<file path="config.mk">
export PLATFORM = sky130hd
export DESIGN_NAME = mmpb_div
export DESIGN_NICKNAME = d
export VERILOG_FILES = /design/src/rtl/mmpb_pkg.sv /design/src/rtl/mmpb_div.sv
export SDC_FILE = /design/constraint.sdc
export NUM_CORES = 2
export LEC_CHECK = 0
export ABC_AREA = 1
export BUFFER_PORTS_ARGS = -buffer_cell sky130_fd_sc_hd__buf_4
export CAP_MARGIN = 20
export CELL_PAD_IN_SITES_DETAIL_PLACEMENT = 0
export CELL_PAD_IN_SITES_GLOBAL_PLACEMENT = 1
export CORE_AREA = 2 2 425 427
export DETAILED_ROUTE_END_ITERATION = 8
export DIE_AREA = 0 0 427 429
export PLACE_DENSITY_LB_ADDON = 0.1
export SETUP_SLACK_MARGIN = 0.3
export SYNTH_ARGS = -nofsm -noshare
export SYNTH_HDL_FRONTEND = slang
export SYNTH_SLANG_ARGS = --single-unit
</file>
<file path="constraint.sdc">
create_clock -name clk -period 6 [get_ports clk]
set_clock_uncertainty 0.15 [all_clocks]
set_input_delay 0.6 -clock clk [delete_from_list [all_inputs] [get_ports clk]]
set_output_delay 0.6 -clock clk [all_outputs]
set_load 0.05 [all_outputs]
</file>
<file path="src/rtl/mmpb_pkg.sv">
// Types and constants for the masked multi-view pixel blend core.
// No dependencies; the interfaces, the design modules and the bench import it.
`timescale 1ns / 1ps
`default_nettype none
package mmpb_pkg;

  localparam int MAX_VIEWS  = 4;
  localparam int CHANNELS   = 3;
  localparam int CH_W       = 8;
  localparam int COLOR_W    = 24;
  localparam int MASK_W     = 2;
  localparam int DEPTH_W    = 16;
  localparam int DIST_W     = 16;
  localparam int CNT_W      = 3;
  localparam int SUM_W      = 18;
  localparam int W_W        = 18;
  localparam int PROD_W     = 26;
  localparam int DEN_W      = 20;
  localparam int NUM_W      = 28;
  localparam int DIV_STAGES = 8;
  localparam int ADDR_W     = 5;
  localparam int DATA_W     = 32;

  localparam logic [MASK_W-1:0] MASK_EMPTY    = 2'd0;
  localparam logic [MASK_W-1:0] MASK_UNSTABLE = 2'd1;

  localparam logic [2:0] REG_VIEW_COUNT = 3'd0;
  localparam logic [2:0] REG_DIST0      = 3'd1;
  localparam logic [2:0] REG_DIST3      = 3'd4;

  localparam logic [CNT_W-1:0]  VIEW_COUNT_RESET = 3'd2;
  localparam logic [DIST_W-1:0] DIST_RESET       = 16'd256;

  typedef struct packed {
    logic [COLOR_W-1:0] color;
    logic [MASK_W-1:0]  mask;
    logic [DEPTH_W-1:0] depth;
  } view_t;

  typedef struct packed {
    logic [CNT_W-1:0]                  view_count;
    logic [MAX_VIEWS-1:0][DIST_W-1:0]  cam_dist;
  } cfg_t;

  typedef struct packed {
    logic [MAX_VIEWS-1:0]              take;
    logic [MAX_VIEWS-1:0][COLOR_W-1:0] color;
    logic [MAX_VIEWS-1:0][DIST_W-1:0]  cam_dist;
    logic [DEPTH_W-1:0]                depth;
    logic [CNT_W-1:0]                  k;
    logic                              set;
  } sel_t;

  typedef struct packed {
    sel_t              sel;
    logic [SUM_W-1:0]  sum;
  } sum_t;

  typedef struct packed {
    logic [MAX_VIEWS-1:0][W_W-1:0]     w;
    logic [MAX_VIEWS-1:0][COLOR_W-1:0] color;
    logic [DEPTH_W-1:0]                depth;
    logic                              set;
  } wgt_t;

  typedef struct packed {
    logic [CHANNELS-1:0][MAX_VIEWS-1:0][PROD_W-1:0] prod;
    logic [DEN_W-1:0]                               den;
    logic [DEPTH_W-1:0]                             depth;
    logic                                           set;
  } prod_t;

  typedef struct packed {
    logic [CHANNELS-1:0][NUM_W-1:0] num;
    logic [DEN_W-1:0]               den;
    logic [DEPTH_W-1:0]             depth;
    logic                           set;
  } acc_t;

  typedef struct packed {
    logic [CHANNELS-1:0][NUM_W-1:0] rem;
    logic [CHANNELS-1:0][CH_W-1:0]  q;
    logic [DEN_W-1:0]               den;
    logic [DEPTH_W-1:0]             depth;
    logic                           set;
  } div_t;

  typedef struct packed {
    logic [CHANNELS-1:0][CH_W-1:0] q;
    logic [DEPTH_W-1:0]            depth;
    logic                          set;
  } res_t;

endpackage
`default_nettype wire

</file>
<file path="src/rtl/mmpb_div.sv">
// Pipelined restoring divider: one quotient bit per stage for all three
// channels at once, eight stages. Depends on mmpb_pkg.
`timescale 1ns / 1ps
`default_nettype none
module mmpb_div (
  input  logic           clk,
  input  logic           rst,
  input  logic           adv,
  input  logic           acc_valid,
  input  mmpb_pkg::acc_t acc,
  output logic           res_valid,
  output mmpb_pkg::res_t res
);
  import mmpb_pkg::*;

  div_t st  [DIV_STAGES];
  logic vld [DIV_STAGES];

  for (genvar j = 0; j < DIV_STAGES; j++) begin : g_stage
    localparam int B = DIV_STAGES - 1 - j;
    div_t             src;
    div_t             nxt;
    logic             src_valid;
    logic [NUM_W-1:0] dsh;

    if (j == 0) begin : g_first
      always_comb begin
        src.rem   = acc.num;
        src.q     = '0;
        src.den   = acc.den;
        src.depth = acc.depth;
        src.set   = acc.set;
        src_valid = acc_valid;
      end
    end else begin : g_next
      always_comb begin
        src       = st[j-1];
        src_valid = vld[j-1];
      end
    end

    always_comb begin
      nxt = src;
      dsh = NUM_W'(src.den) << B;
      for (int c = 0; c < CHANNELS; c++) begin
        if (src.rem[c] >= dsh) begin
          nxt.rem[c]  = src.rem[c] - dsh;
          nxt.q[c][B] = 1'b1;
        end
      end
    end

    always_ff @(posedge clk) begin
      if (rst) begin
        vld[j] <= 1'b0;
      end else if (adv) begin
        vld[j] <= src_valid;
      end
    end

    always_ff @(posedge clk) begin
      if (adv) begin
        st[j] <= nxt;
      end
    end
  end

  assign res_valid = vld[DIV_STAGES-1];
  assign res.q     = st[DIV_STAGES-1].q;
  assign res.depth = st[DIV_STAGES-1].depth;
  assign res.set   = st[DIV_STAGES-1].set;
endmodule
`default_nettype wire

</file>
* Word level (Yosys, flattened, before mapping) *
Memories as Yosys holds them, arrays and structs flattened.
Index checks and enable logic that the tools add are counted.
Widths: inputs -> output; s select.

cells by class
  add/sub/neg operators = 24
  bitwise logic cells = 8
  multiplexer cells = 62
  $lt $le $gt $ge = 24

operators by type and width
  operator        count
  $mux 28         24
  $ge 28x20->1    3
  $ge 28x21->1    3
  $ge 28x22->1    3
  $ge 28x23->1    3
  $ge 28x24->1    3
  $ge 28x25->1    3
  $ge 28x26->1    3
  $ge 28x27->1    3
  $sub 28x20->28  3
  $sub 28x21->28  3
  $sub 28x22->28  3
  $sub 28x23->28  3
  $sub 28x24->28  3
  $sub 28x25->28  3
  $sub 28x26->28  3
  $sub 28x27->28  3
  $mux 1          38
  $or 1x1->1      8

storage, ports and cells
  memories kept = 2
  logic and storage cells = 120
  bits of input ports = 125
  output and inout port bits = 42
  bits in registers = 0
  memory bits (writable) = 1168

memory list
  name  words  width  read ports  clocked after memory_dff  write ports  line            text
  st    8      145    8           0                         8            mmpb_div.sv:16  div_t st [DIV_STAGES];
  vld   8      1      8           0                         8            mmpb_div.sv:17  logic vld [DIV_STAGES];

* Logic depth before layout (Yosys ltp) *
  word-level depth = 4
  gate-level depth with buffers = 16
  mapped depth without buffers = 15

* Worst setup path after synthesis *
Ideal clock, no wire load.

  kind = reg2reg
  from = memory st[0][307] (netlist bit)
  to = memory st[0][505] (netlist bit), data pin
  clock period less this slack = 2.376 ns
  arrival = 1.973 ns
  required time = 5.598 ns
  path buffers = 1
  cell stages (with the launch flop) = 16
  path slack = 3.624 ns
  cells stage by stage = edfxtp_1 > ha_1 > fa_1 > inv_1 > nand3_1 > nand3_2 > nand2_1 > nand2_1 > nand2_1 > nand2_1 > nand2_1 > nand2_2 > inv_2 > buf_6 > nand2_1 > nand2_1

RTL lines
  element      line
  from (decl)  mmpb_div.sv:16

==> metrics <==
Final Cycle Share between 50% and 60%; drt via density between 4 and 5; drt first pass iters 6; Nets 10.50k; Peak VDD IR 0.2636 mV; vias in the first global route 59.95k; grt ovf 0; Setup TNS 0 ns; Critical Path End Type flop; initial core utilization about 40%; CP Cell Sequence inv_1 -> ha_1 -> nand2_1 -> nor2_1 -> nand2_1 -> nor2_1 -> nand2_1 -> nand4_2 -> inv_2 -> nand2_1 -> nand2_1; CP startpoint kind flop; RSZ-0062 raised after global routing false; Non-Filler Instances approximately 12k; core area 178000 sq um; ANT nets after route 0; Post-Syn Area 70940 sq um; Post-synth EDFFs slightly below 1k; Post-DP HPWL 217500 microns; Placed Instance Area around 75000 sq um; CTS tree yes; post-route setup slack 2.439 ns; Layout Area Growth over Synthesis 12.35%; GRT Overall Usage 27.75%; CTS buffer count around 110; most frequent cell after synthesis nand2_1; row cnt roughly 160; fin. max-slew vios 0; number of library cell types mapped by synthesis 43; setup bufs post-CTS 0; DRT iter0 DRCs 3649; Synth top area share between 40% and 50%; metal2 WL 133900 microns; Req. time, crit path 6.50 ns; initial antenna violation count 2; clock root cell clkbuf_16; worst slack, placed between 2 and 2.5 ns; Critical Path AT roughly 4 ns; Yosys Warn Count 0; PortBufs 166; Clock Pin Slew Worst Setup and Hold Paths 0.06 ns; # IOs 167; share of flip-flops with an asynchronous set or reset 0%; Top cell by count, worst path nand2_1; Min-Delay Path Class in2reg; Setup Viol. Count Final 0; Finished Core Util 44.76%; Commonest cells post-synth nand2_1, inv_1, edfxtp_1, nor2_1, nand3_1; first-pass GRT wire length 375800 microns; Chip Width 427 microns; Yosys reg bits slightly below 1k; Max Root-Sink Buffers 3; Synth Instances 9542; clock sink total 980; syn_nets 10.17k; Max Cap Viol 0; dominant cells by area after synthesis edfxtp_1, nand2_1, inv_1; Worst-Margin Slew between 1 and 1.5 ns; Largest stage delay, worst path just over 0.6 ns; area leader, netlist edfxtp_1; via count 60.26k; post-DR wirelength/cell roughly 21 microns; pwr dens 424.1 nW/um^2; Design Area, Final 79700 sq um; DR DRC count 0; Tmin final 3.561 ns; register area 29430 sq um; status finished clean; DR top layer met4; critical path class reg2reg; wl on met1 ~97000 microns; largest net degree at the start of global routing 148; Peak Freq 280.8 MHz; leakage 39.00 nW; die height 429 microns; Placer Congestion slightly below 1; ys flop type edfxtp_1; Slowest cell on crit path inv_2; Max-slew headroom approximately 33%; htree depth 3; Max FO, Critical Path 25; final WL approximately 260000 microns; clk_lat worst skew 0.79 ns; footprint of the multi-input gates 34450 sq um; syn_area_per_cell around 7.4 sq um; layout cells sized above 1 5.895%; Final Hold Vio Count 0; sequential-to-total area share from yosys stat 41.49%; total die area 183200 sq um; placed insts 12.00k; # fillers 18.22k; met3 WL post-DR 7165 microns
-- layer usage --
layer / track usage, % / up-vias
met3: 2.352 / 475
li1: - / 31070
met1: 29.64 / 27480
met4: 17.84 / 0
met5: 0 / -
met2: 51.90 / 1231
-- placed cells by master, fill, tap and decap left out, types with 21 or more instances in the layout --
cell and instances:
edfxtp_1 980, clkbuf_16 114, xor2_1 136, nand3_1 582, nor2_2 37, inv_1 1656
ha_1 480, buf_4 177, fa_1 21, nand4_1 149, inv_2 22, xnor2_1 104
o21ai_1 60, nand2_2 27, nor3_1 58, dlygate4sd3_1 116, nand2_1 3772, nor2_1 674
nand3b_1 93, o21ai_0 107, a21oi_1 301, a21oi_2 63, o21bai_1 28
-- report_power, final --
group	switching (mW)	internal (mW)
Sequential	1.45	9.79
Combinational	10.4	5.03
Clock	2.99	4.12
-- critical path: cells and delay by family (launching register included) --
kind / cells / cell delay [ns]
adders and majority gates: 1 / 0.40
buffers and inverters: 2 / 1.06
DFF: 1 / 0.52
and+or+nand+nor: 8 / 1.27
-- final timing paths --
path / from / end / slack (ns) / cells after the start
hold reg to reg: st[1][332]$_DFFE_PP_ / st[1][477]$_DFFE_PP_ / 0.26 / 0
hold / removal: acc[64] / st[0][88]$_DFFE_PP_ / 0.07 / 3
setup reg to reg: st[0][323]$_DFFE_PP_ / st[0][545]$_DFFE_PP_ / 2.44 / 11
setup / recovery: st[0][323]$_DFFE_PP_ / st[0][545]$_DFFE_PP_ / 2.44 / 11
-- cell type report --
type	count	share of cell area, %
clock inverters	82	1.165
multi-input cells	6797	43.23
diodes	6	0.01884
well taps	2355	3.697
repair buffers	305	3.394
inverters	1681	7.924
flip-flops and latches	980	36.93
clock buffers	129	3.650
-- flip-flops by register name, indices dropped and copies added, names as in the netlist --
signal	count
vld	8
st	972
-- repair_timing --
| item | in CTS | in global routing |
|---|---|---|
| gates resized for setup | 0 | 0 |
| hold buffers | 116 | 0 |
| hold endpoints to repair | 116 | 0 |
-- logic make-up (layout without fill, tap and decap cells) --
family / count (synthesis) / after routing / synth area share, %
AO/OA/AOI/OAI: 584 / 584 / 4.672
XOR/XNOR: 240 / 240 / 2.963
adder cells (fa/ha/maj): 501 / 501 / 9.059
buffers and inverters: 1765 / 2197 / 9.959
flip-flops: 980 / 980 / 41.49
other: 0 / 6 / 0
AND/OR/NAND/NOR: 5472 / 5472 / 31.86
-- through the flow --
step	hold slack (ns)	power [mW]
finish	0.06834	33.80
global route	0.06684	36.25
CTS	0.0007613	33.93
detailed placement	0.2545	26.64
global placement	0.2503	26.64
floorplan	0.2503	21.30
Power figures use the tool's default switching activity.
