File: src/rtl/mmpb_pkg.sv
// Types and constants for the masked multi-view pixel blend core.
// No dependencies; the interfaces, the design modules and the bench import it.
`timescale 1ns / 1ps
`default_nettype none
package mmpb_pkg;

  localparam int MAX_VIEWS  = 4;
  localparam int CHANNELS   = 3;
  localparam int CH_W       = 8;
  localparam int COLOR_W    = 24;
  localparam int MASK_W     = 2;
  localparam int DEPTH_W    = 16;
  localparam int DIST_W     = 16;
  localparam int CNT_W      = 3;
  localparam int SUM_W      = 18;
  localparam int W_W        = 18;
  localparam int PROD_W     = 26;
  localparam int DEN_W      = 20;
  localparam int NUM_W      = 28;
  localparam int DIV_STAGES = 8;
  localparam int ADDR_W     = 5;
  localparam int DATA_W     = 32;

  localparam logic [MASK_W-1:0] MASK_EMPTY    = 2'd0;
  localparam logic [MASK_W-1:0] MASK_UNSTABLE = 2'd1;

  localparam logic [2:0] REG_VIEW_COUNT = 3'd0;
  localparam logic [2:0] REG_DIST0      = 3'd1;
  localparam logic [2:0] REG_DIST3      = 3'd4;

  localparam logic [CNT_W-1:0]  VIEW_COUNT_RESET = 3'd2;
  localparam logic [DIST_W-1:0] DIST_RESET       = 16'd256;

  typedef struct packed {
    logic [COLOR_W-1:0] color;
    logic [MASK_W-1:0]  mask;
    logic [DEPTH_W-1:0] depth;
  } view_t;

  typedef struct packed {
    logic [CNT_W-1:0]                  view_count;
    logic [MAX_VIEWS-1:0][DIST_W-1:0]  cam_dist;
  } cfg_t;

  typedef struct packed {
    logic [MAX_VIEWS-1:0]              take;
    logic [MAX_VIEWS-1:0][COLOR_W-1:0] color;
    logic [MAX_VIEWS-1:0][DIST_W-1:0]  cam_dist;
    logic [DEPTH_W-1:0]                depth;
    logic [CNT_W-1:0]                  k;
    logic                              set;
  } sel_t;

  typedef struct packed {
    sel_t              sel;
    logic [SUM_W-1:0]  sum;
  } sum_t;

  typedef struct packed {
    logic [MAX_VIEWS-1:0][W_W-1:0]     w;
    logic [MAX_VIEWS-1:0][COLOR_W-1:0] color;
    logic [DEPTH_W-1:0]                depth;
    logic                              set;
  } wgt_t;

  typedef struct packed {
    logic [CHANNELS-1:0][MAX_VIEWS-1:0][PROD_W-1:0] prod;
    logic [DEN_W-1:0]                               den;
    logic [DEPTH_W-1:0]                             depth;
    logic                                           set;
  } prod_t;

  typedef struct packed {
    logic [CHANNELS-1:0][NUM_W-1:0] num;
    logic [DEN_W-1:0]               den;
    logic [DEPTH_W-1:0]             depth;
    logic                           set;
  } acc_t;

  typedef struct packed {
    logic [CHANNELS-1:0][NUM_W-1:0] rem;
    logic [CHANNELS-1:0][CH_W-1:0]  q;
    logic [DEN_W-1:0]               den;
    logic [DEPTH_W-1:0]             depth;
    logic                           set;
  } div_t;

  typedef struct packed {
    logic [CHANNELS-1:0][CH_W-1:0] q;
    logic [DEPTH_W-1:0]            depth;
    logic                          set;
  } res_t;

endpackage
`default_nettype wire

File: src/rtl/mmpb_weight.sv
// Weighting (three stages): per-view weights, weight times channel products
// with the weight sum, then per-channel numerators. Depends on mmpb_pkg.
`timescale 1ns / 1ps
`default_nettype none
module mmpb_weight (
  input  logic           clk,
  input  logic           rst,
  input  logic           adv,
  input  logic           sum_valid,
  input  mmpb_pkg::sum_t sum_in,
  output logic           acc_valid,
  output mmpb_pkg::acc_t acc
);
  import mmpb_pkg::*;

  logic  uniform;
  wgt_t  wgt_next;
  wgt_t  wgt;
  logic  wgt_valid;
  prod_t prod_next;
  prod_t prod;
  logic  prod_valid;
  acc_t  acc_next;

  // equal weights when the distances sum to zero or a single view contributes
  always_comb begin
    uniform = (sum_in.sum == '0) || (sum_in.sel.k == CNT_W'(1));
    wgt_next.color = sum_in.sel.color;
    wgt_next.depth = sum_in.sel.depth;
    wgt_next.set   = sum_in.sel.set;
    for (int v = 0; v < MAX_VIEWS; v++) begin
      if (!sum_in.sel.take[v]) begin
        wgt_next.w[v] = '0;
      end else if (uniform) begin
        wgt_next.w[v] = W_W'(1);
      end else begin
        wgt_next.w[v] = W_W'(sum_in.sum) - W_W'(sum_in.sel.cam_dist[v]);
      end
    end
  end

  always_comb begin
    prod_next.depth = wgt.depth;
    prod_next.set   = wgt.set;
    prod_next.den   = '0;
    for (int v = 0; v < MAX_VIEWS; v++) begin
      prod_next.den = prod_next.den + DEN_W'(wgt.w[v]);
      for (int c = 0; c < CHANNELS; c++) begin
        prod_next.prod[c][v] = PROD_W'(wgt.w[v]) * PROD_W'(wgt.color[v][c*CH_W +: CH_W]);
      end
    end
  end

  always_comb begin
    acc_next.den   = prod.den;
    acc_next.depth = prod.depth;
    acc_next.set   = prod.set;
    for (int c = 0; c < CHANNELS; c++) begin
      acc_next.num[c] = '0;
      for (int v = 0; v < MAX_VIEWS; v++) begin
        acc_next.num[c] = acc_next.num[c] + NUM_W'(prod.prod[c][v]);
      end
    end
  end

  always_ff @(posedge clk) begin
    if (rst) begin
      wgt_valid  <= 1'b0;
      prod_valid <= 1'b0;
      acc_valid  <= 1'b0;
    end else if (adv) begin
      wgt_valid  <= sum_valid;
      prod_valid <= wgt_valid;
      acc_valid  <= prod_valid;
    end
  end

  always_ff @(posedge clk) begin
    if (adv) begin
      wgt  <= wgt_next;
      prod <= prod_next;
      acc  <= acc_next;
    end
  end
endmodule
`default_nettype wire

File: config.mk
export PLATFORM = sky130hd
export DESIGN_NAME = mmpb_weight
export DESIGN_NICKNAME = d
export VERILOG_FILES = /design/src/rtl/mmpb_pkg.sv /design/src/rtl/mmpb_weight.sv
export SDC_FILE = /design/constraint.sdc
export NUM_CORES = 2
export LEC_CHECK = 0
export ABC_CLOCK_PERIOD_IN_PS = 8200
export BUFFER_PORTS_ARGS = -buffer_cell sky130_fd_sc_hd__clkbuf_2
export CORE_MARGIN = 2
export CORE_UTILIZATION = 45
export DETAILED_ROUTE_END_ITERATION = 12
export PLACE_DENSITY = 0.67
export SLEW_MARGIN = 25
export SYNTH_ARGS = -nofsm -noshare
export SYNTH_HDL_FRONTEND = slang
export SYNTH_SLANG_ARGS = --single-unit
File: constraint.sdc
create_clock -name clk -period 8.2 [get_ports clk]
set_input_delay 1.64 -clock clk [delete_from_list [all_inputs] [get_ports clk]]
set_output_delay 1.64 -clock clk [all_outputs]
set_load 0.005 [all_outputs]
Yosys cells after proc, flatten, opt, wreduce, memory -nomap -nowiden --
Cells that the tools add are included.
Operators by class: eq/ne operators 1, $lt $le $gt $ge 0, multiply operators 12, multiplexer cells 4, $add $sub $neg 16, reductions and logical operators 6, divide/modulo/power cells 0, shifts and indexed selects 0, bitwise gates (word level) 4
Operator list (number):
- $mul 18x8->26 | 12
- $add 27x26->28 | 3
- $add 28x26->28 | 3
- $add 26x26->27 | 3
- $sub 18x16->18 | 4
- $add 19x18->20 | 1
- $add 20x18->20 | 1
- $add 18x18->19 | 1
- $logic_not 18->1 | 1
- $reduce_or 2->1 | 4
- $mux 1 | 4
- $not 1->1 | 4
- $eq 3x1->1 const B | 1
- $logic_or 1x1->1 | 1
Word-level totals: memories 0, bits in writable memories 0, input bits 206, output and inout port bits 122, memory bits (read-only) 0, bits in latches 0, register bits after elaboration 658, logic and storage cells 81

Logic depth before layout (Yosys ltp) --
depth in word-level cells 3, mapped depth 21, mapped depth without buffers 19

Least setup slack after synthesis --
OpenSTA, ideal clock, no wires.
path kind reg2reg, from register wgt[139] in the netlist's numbering, to register prod[88] in the netlist's numbering (data pin), data required time 7.941 ns, cell stages (with the launch flop) 19, data arrival time 4.909 ns, setup time 0.259 ns, path slack 3.032 ns, cell sequence edfxtp_1 -> clkbuf_1 -> and2_1 -> fa_1 -> fa_1 -> fa_1 -> inv_1 -> fa_1 -> inv_1 -> ha_1 -> and2_1 -> a22oi_1 -> nand2b_1 -> a22oi_1 -> a31oi_1 -> and3_1 -> a2111oi_1 -> a21oi_1 -> xnor2_1
RTL lines:
- start: declaration | line mmpb_weight.sv:18 | wgt_t wgt;
- start signal: assignment | line mmpb_weight.sv:80 | wgt <= wgt_next;
- end signal: assignment | line mmpb_weight.sv:81 | prod <= prod_next;
- end: declaration | line mmpb_weight.sv:21 | prod_t prod;

==> impl_metrics.yaml <==
synthesis:
  ys.flop_type: "edfxtp_1"
  synth_edf_count: 655
  syn-cell-area_mm2: 0.0857
  ys_types: 74
  yosysTopAreaCell: "fa_1"
  avgSynthCellArea_um2: 10.3
  ys_seq_elements: 658
  synth_seq_area_share: 0.230
  synth_cells: 8321
  syn-num-nets: 10600
  synth_top_area_share: 0.315
  synthArstFlopShare: 0
  yosys_warnings: 0
  synthTopCellsByArea: "fa_1 31%, edfxtp_1 23%, and2_1 11%"
timing:
  rsz0062_at_grt: "no"
  fin_tns_setup_ns: 0
  fin_crit_ns: 6.03
  clock_skew_ns: 0.0530
  hold_viol_final: 0
  finalCritPeriodShare: 0.735
  setup_viol: 0
  slew_headroom: 0.232
  fmax_mhz: 166
  worst_pin_slew_ns: 1.14
  finalMaxSlewViolations: 0
finish:
  syn_to_final_growth_pct: 8.93
  final_cell_mix: "1467 x and2_1, 1461 x inv_1, 1348 x fa_1"
  fill_cells: 17100
  layout_commonest_cell: "and2_1"
  drive_gt1_frac: 0.0678
  nNetsFinal: 10800
clocking:
  cts_tree: "done"
  cts_max_path_buffers: 3
  post_cts_buffers: 0
  htree_levels: 3
  hold_buffers: 0
  cts.clk_slew.worst_paths_ns: 0.06
  clk_latency_ns: 0.77
  cts_buffers: 84
  clockRootBuffer: "clkbuf_16"
  cts_sinks: 658
  cts_resized: 0
min_path:
  hold_path_depth: 0
  hold_path_class: "reg -> reg"
routing:
  antenna_left: 0
  drt-vias-per-instance: 5.42
  vias: 60400
  dr.pass1.iters: 8
  wire_per_inst_um: 23.3
  drc: 0
  drt_iter0_markers: 4047
  routed_wl_um: 260000
global_route:
  grt_max_degree: 129
  antenna_found_initial: 21
  overflow: 0
  grt_pass1_vias: 64200
  grt_pass1_wl_um: 395000
  grt_usage: 0.274
critical_path:
  crit_arrival_ns: 6.50
  worst_ep_required_time_ns: 8.67
  crit_fanout: 25
  crit_type: "reg -> reg"
  cp-end-kind: "flop"
  r2r_slack_ns: 2.17
  start_kind: "flop"
  reg2reg_depth: 17
die:
  num_rows: 160
  dieWidth_um: 440
  die-area_mm2: 0.194
  die_h_um: 440
  start_util: 0.452
  core_mm2: 0.190
  io-pin-count: 328
placed_design:
  post-dp-hpwl_um: 205000
  placement.io_buffers: 327
  place.gp.congestion: 0.979
run_status:
  run_status: "finished, final reports clean"
run:
  cap_violations: 0
logic make-up after synthesis:
family	count (synthesis)	share of synthesized area
and+or+nand+nor	2538	0.165
adders and majority gates	2064	0.420
buffers and inverters	1724	0.0755
AOI/OAI and AO/OA	984	0.0736
DFF	658	0.230
xor gates and xnor gates	345	0.0353
muxes	8	0.000935
cell type report:
| type | count | area [um^2] | share of cell area |
|---|---|---|---|
| Tap cell | 2511 | 3140 | 0.0337 |
| Antenna cell | 9 | 22.5 | 0.000241 |
| Multi-Input combinational cell | 5939 | 59500 | 0.637 |
| Sequential cell | 658 | 19700 | 0.211 |
| Clock buffer | 91 | 2130 | 0.0228 |
| Timing Repair Buffer | 415 | 2470 | 0.0265 |
| Clock inverter | 63 | 876 | 0.00938 |
| Inverter | 1461 | 5480 | 0.0588 |
worst max-delay path, stage by stage (launching register included):
cell and delay, ns:
edfxtp_1 1.06, and2_1 0.28, fa_1 0.43, fa_1 0.51, fa_1 0.50, inv_1 0.05
fa_1 0.48, inv_1 0.04, ha_1 0.37, a21o_1 0.22, a21o_1 0.17, a21oi_1 0.18
nor3b_2 0.22, a211oi_1 0.13, a2111oi_2 0.44, nor3_1 0.15, a311o_1 0.38, xnor2_1 0.13
sequential cells by signal, indices dropped and copies added, names as in the netlist:
signal and flops:
prod_valid 1, wgt_valid 1, acc_valid 1, acc 121
prod 312, wgt 168, prod_next 17, acc_next 37
through the flow:
step / std cells / utilization / setup slack [ns] / instance area (um^2) / hold slack (ns)
detailed placement: 11000 / 0.475 / 2.20 / 90100 / 0.405
CTS: 11100 / 0.491 / 2.15 / 93100 / 0.417
floorplan: 8321 / - / 3.03 / 85700 / 0.400
global route: 11100 / 0.492 / 1.77 / 93300 / 0.423
global placement: 11000 / 0.475 / 2.21 / 90000 / 0.400
finish: 11100 / 0.492 / 2.17 / 93300 / 0.416
layer usage:
| layer | vias up | part of all wire | GRT usage |
|---|---|---|---|
| met3 | 504 | 0.064 | 0.0417 |
| met5 | - | 0.00018 | 0 |
| met1 | 31000 | 0.39 | 0.335 |
| met2 | 1946 | 0.47 | 0.445 |
| met4 | 6 | 0.079 | 0.188 |
| li1 | 26900 | - | - |
cell usage after synthesis, drive strengths merged (9+ instances only):
cell,n
o21a,54
nor3b,14
o21ai,180
xor2,103
nor2b,65
and3,28
and4,14
o211ai,19
or3,33
edfxtp,655
a211oi,23
a31oi,44
nor3,77
xnor2,242
a21o,155
or2,17
a41oi,9
clkbuf,262
nand2,432
inv,1461
nor2,245
a21boi,19
o21bai,48
ha,716
nor4,11
nand4,18
o31a,12
o31ai,15
a21oi,313
and2,1467
nand2b,46
fa,1348
a211o,9
nand3,50
worst paths after layout:
check	from	end
max	wgt[175]	prod[140]
min	acc_next[28]	acc[28]
max reg2reg	wgt[175]	prod[140]
min reg2reg	acc_next[28]	acc[28]
Power is not shown: default switching activity piles up to over one toggle a cycle in this logic, so the estimate is an artifact.
