==> config.mk <==
export PLATFORM = sky130hd
export DESIGN_NAME = mmpb_cfg
export DESIGN_NICKNAME = d
export VERILOG_FILES = /design/src/rtl/mmpb_pkg.sv /design/src/rtl/mmpb_cfg.sv
export SDC_FILE = /design/constraint.sdc
export NUM_CORES = 1
export LEC_CHECK = 0
export ABC_CLOCK_PERIOD_IN_PS = 4400
export BUFFER_PORTS_ARGS = -buffer_cell sky130_fd_sc_hd__buf_2
export CAP_MARGIN = 40
export CORE_ASPECT_RATIO = 0.8
export CORE_MARGIN = 2
export CORE_UTILIZATION = 48
export DETAILED_ROUTE_END_ITERATION = 16
export PLACE_DENSITY_LB_ADDON = 0.15
export SYNTH_ARGS = -nofsm -noshare
export SYNTH_HDL_FRONTEND = slang
export SYNTH_SLANG_ARGS = --single-unit
==> constraint.sdc <==
create_clock -name clk -period 4.4 [get_ports clk]
set_input_delay 1.1 -clock clk [delete_from_list [all_inputs] [get_ports clk]]
set_output_delay 1.1 -clock clk [all_outputs]
set_load 0.05 [all_outputs]
==> src/rtl/mmpb_pkg.sv <==
// Types and constants for the masked multi-view pixel blend core.
// No dependencies; the interfaces, the design modules and the bench import it.
`timescale 1ns / 1ps
`default_nettype none
package mmpb_pkg;

  localparam int MAX_VIEWS  = 4;
  localparam int CHANNELS   = 3;
  localparam int CH_W       = 8;
  localparam int COLOR_W    = 24;
  localparam int MASK_W     = 2;
  localparam int DEPTH_W    = 16;
  localparam int DIST_W     = 16;
  localparam int CNT_W      = 3;
  localparam int SUM_W      = 18;
  localparam int W_W        = 18;
  localparam int PROD_W     = 26;
  localparam int DEN_W      = 20;
  localparam int NUM_W      = 28;
  localparam int DIV_STAGES = 8;
  localparam int ADDR_W     = 5;
  localparam int DATA_W     = 32;

  localparam logic [MASK_W-1:0] MASK_EMPTY    = 2'd0;
  localparam logic [MASK_W-1:0] MASK_UNSTABLE = 2'd1;

  localparam logic [2:0] REG_VIEW_COUNT = 3'd0;
  localparam logic [2:0] REG_DIST0      = 3'd1;
  localparam logic [2:0] REG_DIST3      = 3'd4;

  localparam logic [CNT_W-1:0]  VIEW_COUNT_RESET = 3'd2;
  localparam logic [DIST_W-1:0] DIST_RESET       = 16'd256;

  typedef struct packed {
    logic [COLOR_W-1:0] color;
    logic [MASK_W-1:0]  mask;
    logic [DEPTH_W-1:0] depth;
  } view_t;

  typedef struct packed {
    logic [CNT_W-1:0]                  view_count;
    logic [MAX_VIEWS-1:0][DIST_W-1:0]  cam_dist;
  } cfg_t;

  typedef struct packed {
    logic [MAX_VIEWS-1:0]              take;
    logic [MAX_VIEWS-1:0][COLOR_W-1:0] color;
    logic [MAX_VIEWS-1:0][DIST_W-1:0]  cam_dist;
    logic [DEPTH_W-1:0]                depth;
    logic [CNT_W-1:0]                  k;
    logic                              set;
  } sel_t;

  typedef struct packed {
    sel_t              sel;
    logic [SUM_W-1:0]  sum;
  } sum_t;

  typedef struct packed {
    logic [MAX_VIEWS-1:0][W_W-1:0]     w;
    logic [MAX_VIEWS-1:0][COLOR_W-1:0] color;
    logic [DEPTH_W-1:0]                depth;
    logic                              set;
  } wgt_t;

  typedef struct packed {
    logic [CHANNELS-1:0][MAX_VIEWS-1:0][PROD_W-1:0] prod;
    logic [DEN_W-1:0]                               den;
    logic [DEPTH_W-1:0]                             depth;
    logic                                           set;
  } prod_t;

  typedef struct packed {
    logic [CHANNELS-1:0][NUM_W-1:0] num;
    logic [DEN_W-1:0]               den;
    logic [DEPTH_W-1:0]             depth;
    logic                           set;
  } acc_t;

  typedef struct packed {
    logic [CHANNELS-1:0][NUM_W-1:0] rem;
    logic [CHANNELS-1:0][CH_W-1:0]  q;
    logic [DEN_W-1:0]               den;
    logic [DEPTH_W-1:0]             depth;
    logic                           set;
  } div_t;

  typedef struct packed {
    logic [CHANNELS-1:0][CH_W-1:0] q;
    logic [DEPTH_W-1:0]            depth;
    logic                          set;
  } res_t;

endpackage
`default_nettype wire

==> src/rtl/mmpb_cfg.sv <==
// APB register file: view count and the four per-view distances.
// Depends on mmpb_pkg.
`timescale 1ns / 1ps
`default_nettype none
module mmpb_cfg (
  input  logic                        clk,
  input  logic                        rst,
  input  logic                        psel,
  input  logic                        penable,
  input  logic                        pwrite,
  input  logic [mmpb_pkg::ADDR_W-1:0] paddr,
  input  logic [mmpb_pkg::DATA_W-1:0] pwdata,
  output logic [mmpb_pkg::DATA_W-1:0] prdata,
  output logic                        pready,
  output mmpb_pkg::cfg_t              cfg
);
  import mmpb_pkg::*;

  logic [2:0] idx;
  logic       wr;

  assign pready = 1'b1;
  assign idx    = paddr[ADDR_W-1:2];
  assign wr     = psel && penable && pwrite;

  always_ff @(posedge clk) begin
    if (rst) begin
      cfg.view_count <= VIEW_COUNT_RESET;
      for (int v = 0; v < MAX_VIEWS; v++) begin
        cfg.cam_dist[v] <= DIST_RESET;
      end
    end else if (wr) begin
      unique case (idx) inside
        REG_VIEW_COUNT:        cfg.view_count <= pwdata[CNT_W-1:0];
        [REG_DIST0:REG_DIST3]: cfg.cam_dist[2'(idx - REG_DIST0)] <= pwdata[DIST_W-1:0];
        default: ;
      endcase
    end
  end

  always_comb begin
    unique case (idx) inside
      REG_VIEW_COUNT:        prdata = DATA_W'(cfg.view_count);
      [REG_DIST0:REG_DIST3]: prdata = DATA_W'(cfg.cam_dist[2'(idx - REG_DIST0)]);
      default:               prdata = '0;
    endcase
  end
endmodule
`default_nettype wire

== After elaboration in Yosys (flattened, before gate mapping) ==
Index checks and enable logic that the tools add are counted.

* Logic and storage cells: 23
* Output and inout bits: 100
* Bits in registers: 67
* Input bits: 42

* Add/sub/neg operators: 1
* Reduce and logical (&&, ||, !) cells: 7
* Muxes and demuxes: 6
* Magnitude comparators: 4

{| class="wikitable"
|+ Operators by type and width
! cell !! number
|-
| 64-bit bitwise mux || 1
|-
| 16-bit binary-select mux with 2-bit select || 1
|-
| 16-bit demux with 2-bit select || 1
|-
| 16-bit 2-to-1 mux || 2
|-
| 16-bit one-hot mux with 2 select lines || 1
|-
| 1-bit logical AND || 4
|-
| 2-bit AND reduction || 2
|-
| 3-bit by 1-bit greater-or-equal comparator with 1-bit output, second input constant || 1
|-
| 3-bit <= comparator, second input constant || 1
|-
| 3-bit logical NOT || 1
|-
| 2-bit by 3-bit less-than comparator with 1-bit output, second input constant || 1
|-
| 2-bit by 1-bit greater-or-equal comparator with 1-bit output, second input constant || 1
|-
| 2-bit by 1-bit subtractor with 2-bit output, second input constant || 1
|}

== Longest topological paths before layout ==
* Depth in word-level cells: 6
* Gate-level depth with buffers: 9
* Depth with buffers taken out: 5

== Worst setup path before layout ==
Ideal clock, no wire load.

* Path type: input to output
* Start point: in paddr[2] (netlist bit)
* End point: out prdata[0] (netlist bit)
* Data required time: 3300 ps
* Arrival time: 3274 ps
* Buffers on the path: 4
* Cell stages on the path: 8
* Setup slack: 26 ps
* Cells stage by stage: buf_6 -> clkbuf_1 -> inv_1 -> ha_1 -> buf_2 -> buf_2 -> mux4_2 -> a22o_1

* Cells in the longest elaborated chain, start to end: 4
* Elaborated cells on any way between the ends: 8
* Classes of those cells: add/sub: 1; order compare: 2; mux: 3; reduce/logical: 2

{| class="wikitable"
|+ RTL lines
! item !! line !! source
|-
| start, declared || mmpb_cfg.sv:11 || <nowiki>input logic [mmpb_pkg::ADDR_W-1:0] paddr,</nowiki>
|-
| 2-bit by 1-bit subtractor with 2-bit output || mmpb_cfg.sv:44 || <nowiki>[REG_DIST0:REG_DIST3]: prdata = DATA_W'(cfg.cam_dist[2'(idx - REG_DIST0)]);</nowiki>
|-
| 16-bit binary-select mux with 2-bit select || mmpb_cfg.sv:44 ||
|-
| 16-bit 2-to-1 mux (not written as such) || mmpb_cfg.sv:44 ||
|-
| 16-bit one-hot mux with 2 select lines (*) || mmpb_cfg.sv:42 || <nowiki>unique case (idx) inside</nowiki>
|-
| end, declared || mmpb_cfg.sv:13 || <nowiki>output logic [mmpb_pkg::DATA_W-1:0] prdata,</nowiki>
|}

Mark *: on every way between the ends. The rest lies on a longest branch, timed or not. The select of a mux whose other input is x is not followed.

== Worst setup path in the final report ==
* Start point: in paddr[2] (netlist bit)
* End point: out prdata[5] (netlist bit)

The elaborated chain is that of the path after synthesis.

==> tab_implementation.tex <==
\begin{tabular}{lr}
\hline
Metric & Value \\
\hline
\multicolumn{2}{l}{\textbf{Status}} \\
\quad Outcome & finished, final reports clean \\
\multicolumn{2}{l}{\textbf{STA}} \\
\quad Final setup violating endpoints & 0 \\
\quad Measured slew at the worst slew-check pin & 0.778 ns \\
\quad Final worst path period share & 93.6\% \\
\quad Hold slack & 0.471 ns \\
\quad Final min period & 4.12 ns \\
\quad Final slew viol count & 0 \\
\quad Number of hold-slack violations in the final timing report & 0 \\
\quad Total Neg Setup Slack & 0 ns \\
\quad Achievable clock frequency & 243 MHz \\
\quad Max transition margin & 48.0\% \\
\quad Clock Skews & 0 ns \\
\quad Setup repair after global routing missed its margin & false \\
\multicolumn{2}{l}{\textbf{Final layout}} \\
\quad Antenna Diode Count & 0 \\
\quad Biggest registers after layout & cfg (67) \\
\quad Total of fill cells in the finished design & 622 \\
\quad Register Area & 1340 µm² \\
\quad Area of the multi-input gates & 1780 µm² \\
\quad Share of layout cells above drive strength 1 & 33.9\% \\
\quad Largest register by flop count & cfg \\
\quad Largest register FFs & 67 \\
\quad Layout net count & 481 \\
\quad Area added between synthesis and finish & 21.3\% \\
\multicolumn{2}{l}{\textbf{Floorplan}} \\
\quad Row count & 27 \\
\quad Boundary Pins & 142 \\
\quad Die height & 78.9 µm \\
\quad Area of the core & 6820 µm² \\
\quad Starting utilization of the core area & 49.4\% \\
\quad Floorplan die area & 7710 µm² \\
\quad Die outline width & 97.7 µm \\
\multicolumn{2}{l}{\textbf{Worst setup path}} \\
\quad Worst endpoint required time & 3.30 ns \\
\quad R2r endpoint & cfg[7] \\
\quad Slowest CP cell & ha\_1 \\
\quad Data arrival time of the critical path & 3.02 ns \\
\quad Delay of the slowest cell on the worst path & 0.52 ns \\
\quad Startpoint class of the critical path & input port \\
\quad Most numerous cell on the critical path & buf\_2 \\
\quad R2R Path Start & cfg[7] \\
\quad Number of cells on the worst reg-to-reg path & 2 \\
\quad Reg2Reg Setup Slack & 3.70 ns \\
\quad Critical path peak fanout & 6 \\
\quad CP endpoint kind & output port \\
\quad CP Cell Sequence & buf\_2 > inv\_1 > ha\_1 > buf\_4 > mux4\_2 > and3\_1 > buf\_2 \\
\quad Type of the setup path with the least slack & in2out \\
\multicolumn{2}{l}{\textbf{Min path}} \\
\quad Hold Crit Depth & 2 \\
\quad Worst hold-check path type & reg2reg \\
\quad WHS Endpoint & cfg[31] \\
\quad Startpoint of the lowest-slack hold path & cfg[31] \\
\multicolumn{2}{l}{\textbf{Logic synthesis}} \\
\quad Sequential area share after synthesis & 39.8\% \\
\quad Post-synthesis average cell area & 9.94 µm² \\
\quad Cell area after technology mapping & 3370 µm² \\
\quad Mapped Cells & 339 \\
\quad Count of distinct cell types in the synthesized netlist & 31 \\
\quad Number of synthesized register bits & 67 \\
\quad Synth warnings & 0 \\
\multicolumn{2}{l}{\textbf{Routing}} \\
\quad Drt total wl & 8770 µm \\
\quad Count of antenna-violating nets left after detailed routing & 0 \\
\quad Number of DRC violations after detailed routing & 0 \\
\quad Via density & 5.42 \\
\quad Drt first-iter violations & 116 \\
\quad Count of vias placed by the detailed router & 2855 \\
\quad Routed wire length per instance & 16.6 µm \\
\quad Iteration count of the initial detailed-routing pass & 4 \\
\multicolumn{2}{l}{\textbf{CTS}} \\
\quad Post-cts repair resize count & 0 \\
\quad TritonCTS sink count & 67 \\
\quad Post CTS Setup Buffer Count & 0 \\
\quad Clock Tree Buf Depth & 2 \\
\quad TritonCTS buffer count & 9 \\
\quad Total number of H-tree levels & 3 \\
\quad Cts-stage hold buffer count & 0 \\
\quad TritonCTS clock tree & built \\
\quad Clock insertion delay at the later pin of the skew report & 0.33 ns \\
\quad Reg clk slew, reported paths & 0.06 ns \\
\quad Clock tree root driver cell & clkbuf\_8 \\
\multicolumn{2}{l}{\textbf{Power}} \\
\quad Power, Total & 1.32 mW \\
\quad Leakage power total & 2.06 nW \\
\quad Peak supply drop & 0.174 mV \\
\quad Pwr Density & 323 nW/µm² \\
\multicolumn{2}{l}{\textbf{GRT}} \\
\quad Wire length of the first global-routing pass & 14100 µm \\
\quad Antenna violations before repair & 0 \\
\quad Total global routing overflow & 0 \\
\quad Total routing resource utilization after global routing & 23.6\% \\
\quad Number of global-route vias before repair & 2680 \\
\quad Pin count of the biggest net entering global routing & 41 \\
\multicolumn{2}{l}{\textbf{Placement}} \\
\quad HPWL reported at the end of detailed placement & 6150 µm \\
\quad Input/output buffers & 106 \\
\quad Final RePlAce weighted congestion & 0.731 \\
\multicolumn{2}{l}{\textbf{Flow run}} \\
\quad Number of max-cap violations & 0 \\
\hline
\end{tabular}
==> cell usage in the layout (no fill, tap or decap), types with 5 or more instances in the layout <==
cell type / n
mux4_2: 11
mux2i_1: 48
nand2_1: 60
and3_1: 14
dfxtp_1: 67
buf_2: 106
nand4_1: 16
o31ai_1: 15
nand3_1: 5
conb_1: 17
a21oi_1: 17
clkbuf_8: 11
mux4_1: 5
buf_4: 10
==> Yosys cell counts <==
cell type	instances	area [µm²]
dfxtp_1	67	1340
nand2_1	60	225
mux2i_1	48	480
clkbuf_1	22	82.6
a21oi_1	17	85.1
buf_4	17	128
nand4_1	16	100
o31ai_1	15	113
and3_1	14	87.6
mux4_2	11	248
buf_6	6	67.6
mux4_1	5	131
nand3_1	5	25.0
ha_1	4	50.1
nor2_1	4	15.0
o21ai_0	4	20.0
a22o_1	3	26.3
buf_2	3	15.0
inv_1	3	11.3
conb_1	2	7.51
nand2b_1	2	12.5
nor2b_1	2	12.5
a31oi_1	1	6.26
and2_1	1	6.26
and3_4	1	11.3
and4_1	1	8.76
inv_2	1	3.75
nand3_2	1	10.0
nand4_4	1	21.3
nor4_1	1	6.26
or4_4	1	11.3
==> kinds of logic after synthesis <==
group                    after synthesis  synth area share (%)
other                                  2                 0.223
buffers and inverters                 52                  9.13
adder cells (fa/ha/maj)                4                  1.49
flip-flops                            67                  39.8
AO/OA/AOI/OAI                         40                  7.43
multiplexers                          64                  25.5
AND/OR/NAND/NOR                      110                  16.4
==> metrics by stage <==
step | utilization (%) | cell area, µm² | cells | setup slack (ns)
final | 59.9 | 4090 | 527 | 0.283
after global routing | 59.9 | 4090 | 527 | 0.184
after floorplan | - | 3430 | 354 | 0.0262
after detailed placement | 56.9 | 3880 | 511 | 0.285
after global placement | 56.4 | 3850 | 509 | 0.304
after CTS | 59.9 | 4090 | 527 | 0.282
==> worst max-delay path: cells and delay by family <==
kind                     cells  cell delay, ns
buffers and inverters        4            0.68
AND/OR/NAND/NOR              1            0.20
adder cells (fa/ha/maj)      1            0.52
multiplexers                 1            0.50
==> worst max path at each step <==
stage | start | to
floorplan | paddr[2] | prdata[0]
global placement | paddr[2] | prdata[5]
detailed placement | paddr[2] | prdata[5]
CTS | paddr[2] | prdata[5]
global route | paddr[2] | prdata[10]
finish | paddr[2] | prdata[5]
==> routing by layer <==
metal / track usage, % / up-vias / routed length (µm)
met2: 36.2 / 97 / 3940
li1: - / 1381 / -
met1: 32.0 / 1369 / 4080
met5: 0 / - / 0
met3: 8.71 / 8 / 665
met4: 5.28 / 0 / 82
==> power breakdown <==
part	total [mW]	internal (mW)	switching [mW]
registers	0.616	0.612	0.00415
clock network	0.520	0.292	0.228
logic	0.183	0.0473	0.135
total	1.32	0.951	0.367
==> layout make-up <==
class | instances | share of cell area (%)
clock inverters | 4 | 1.19
repair buffers | 118 | 15.7
flip-flops and latches | 67 | 32.8
multi-input cells | 235 | 43.5
clock buffers | 12 | 3.80
inverters | 4 | 0.367
well taps | 87 | 2.66
Note: power is estimated with default switching activity, not from simulation.
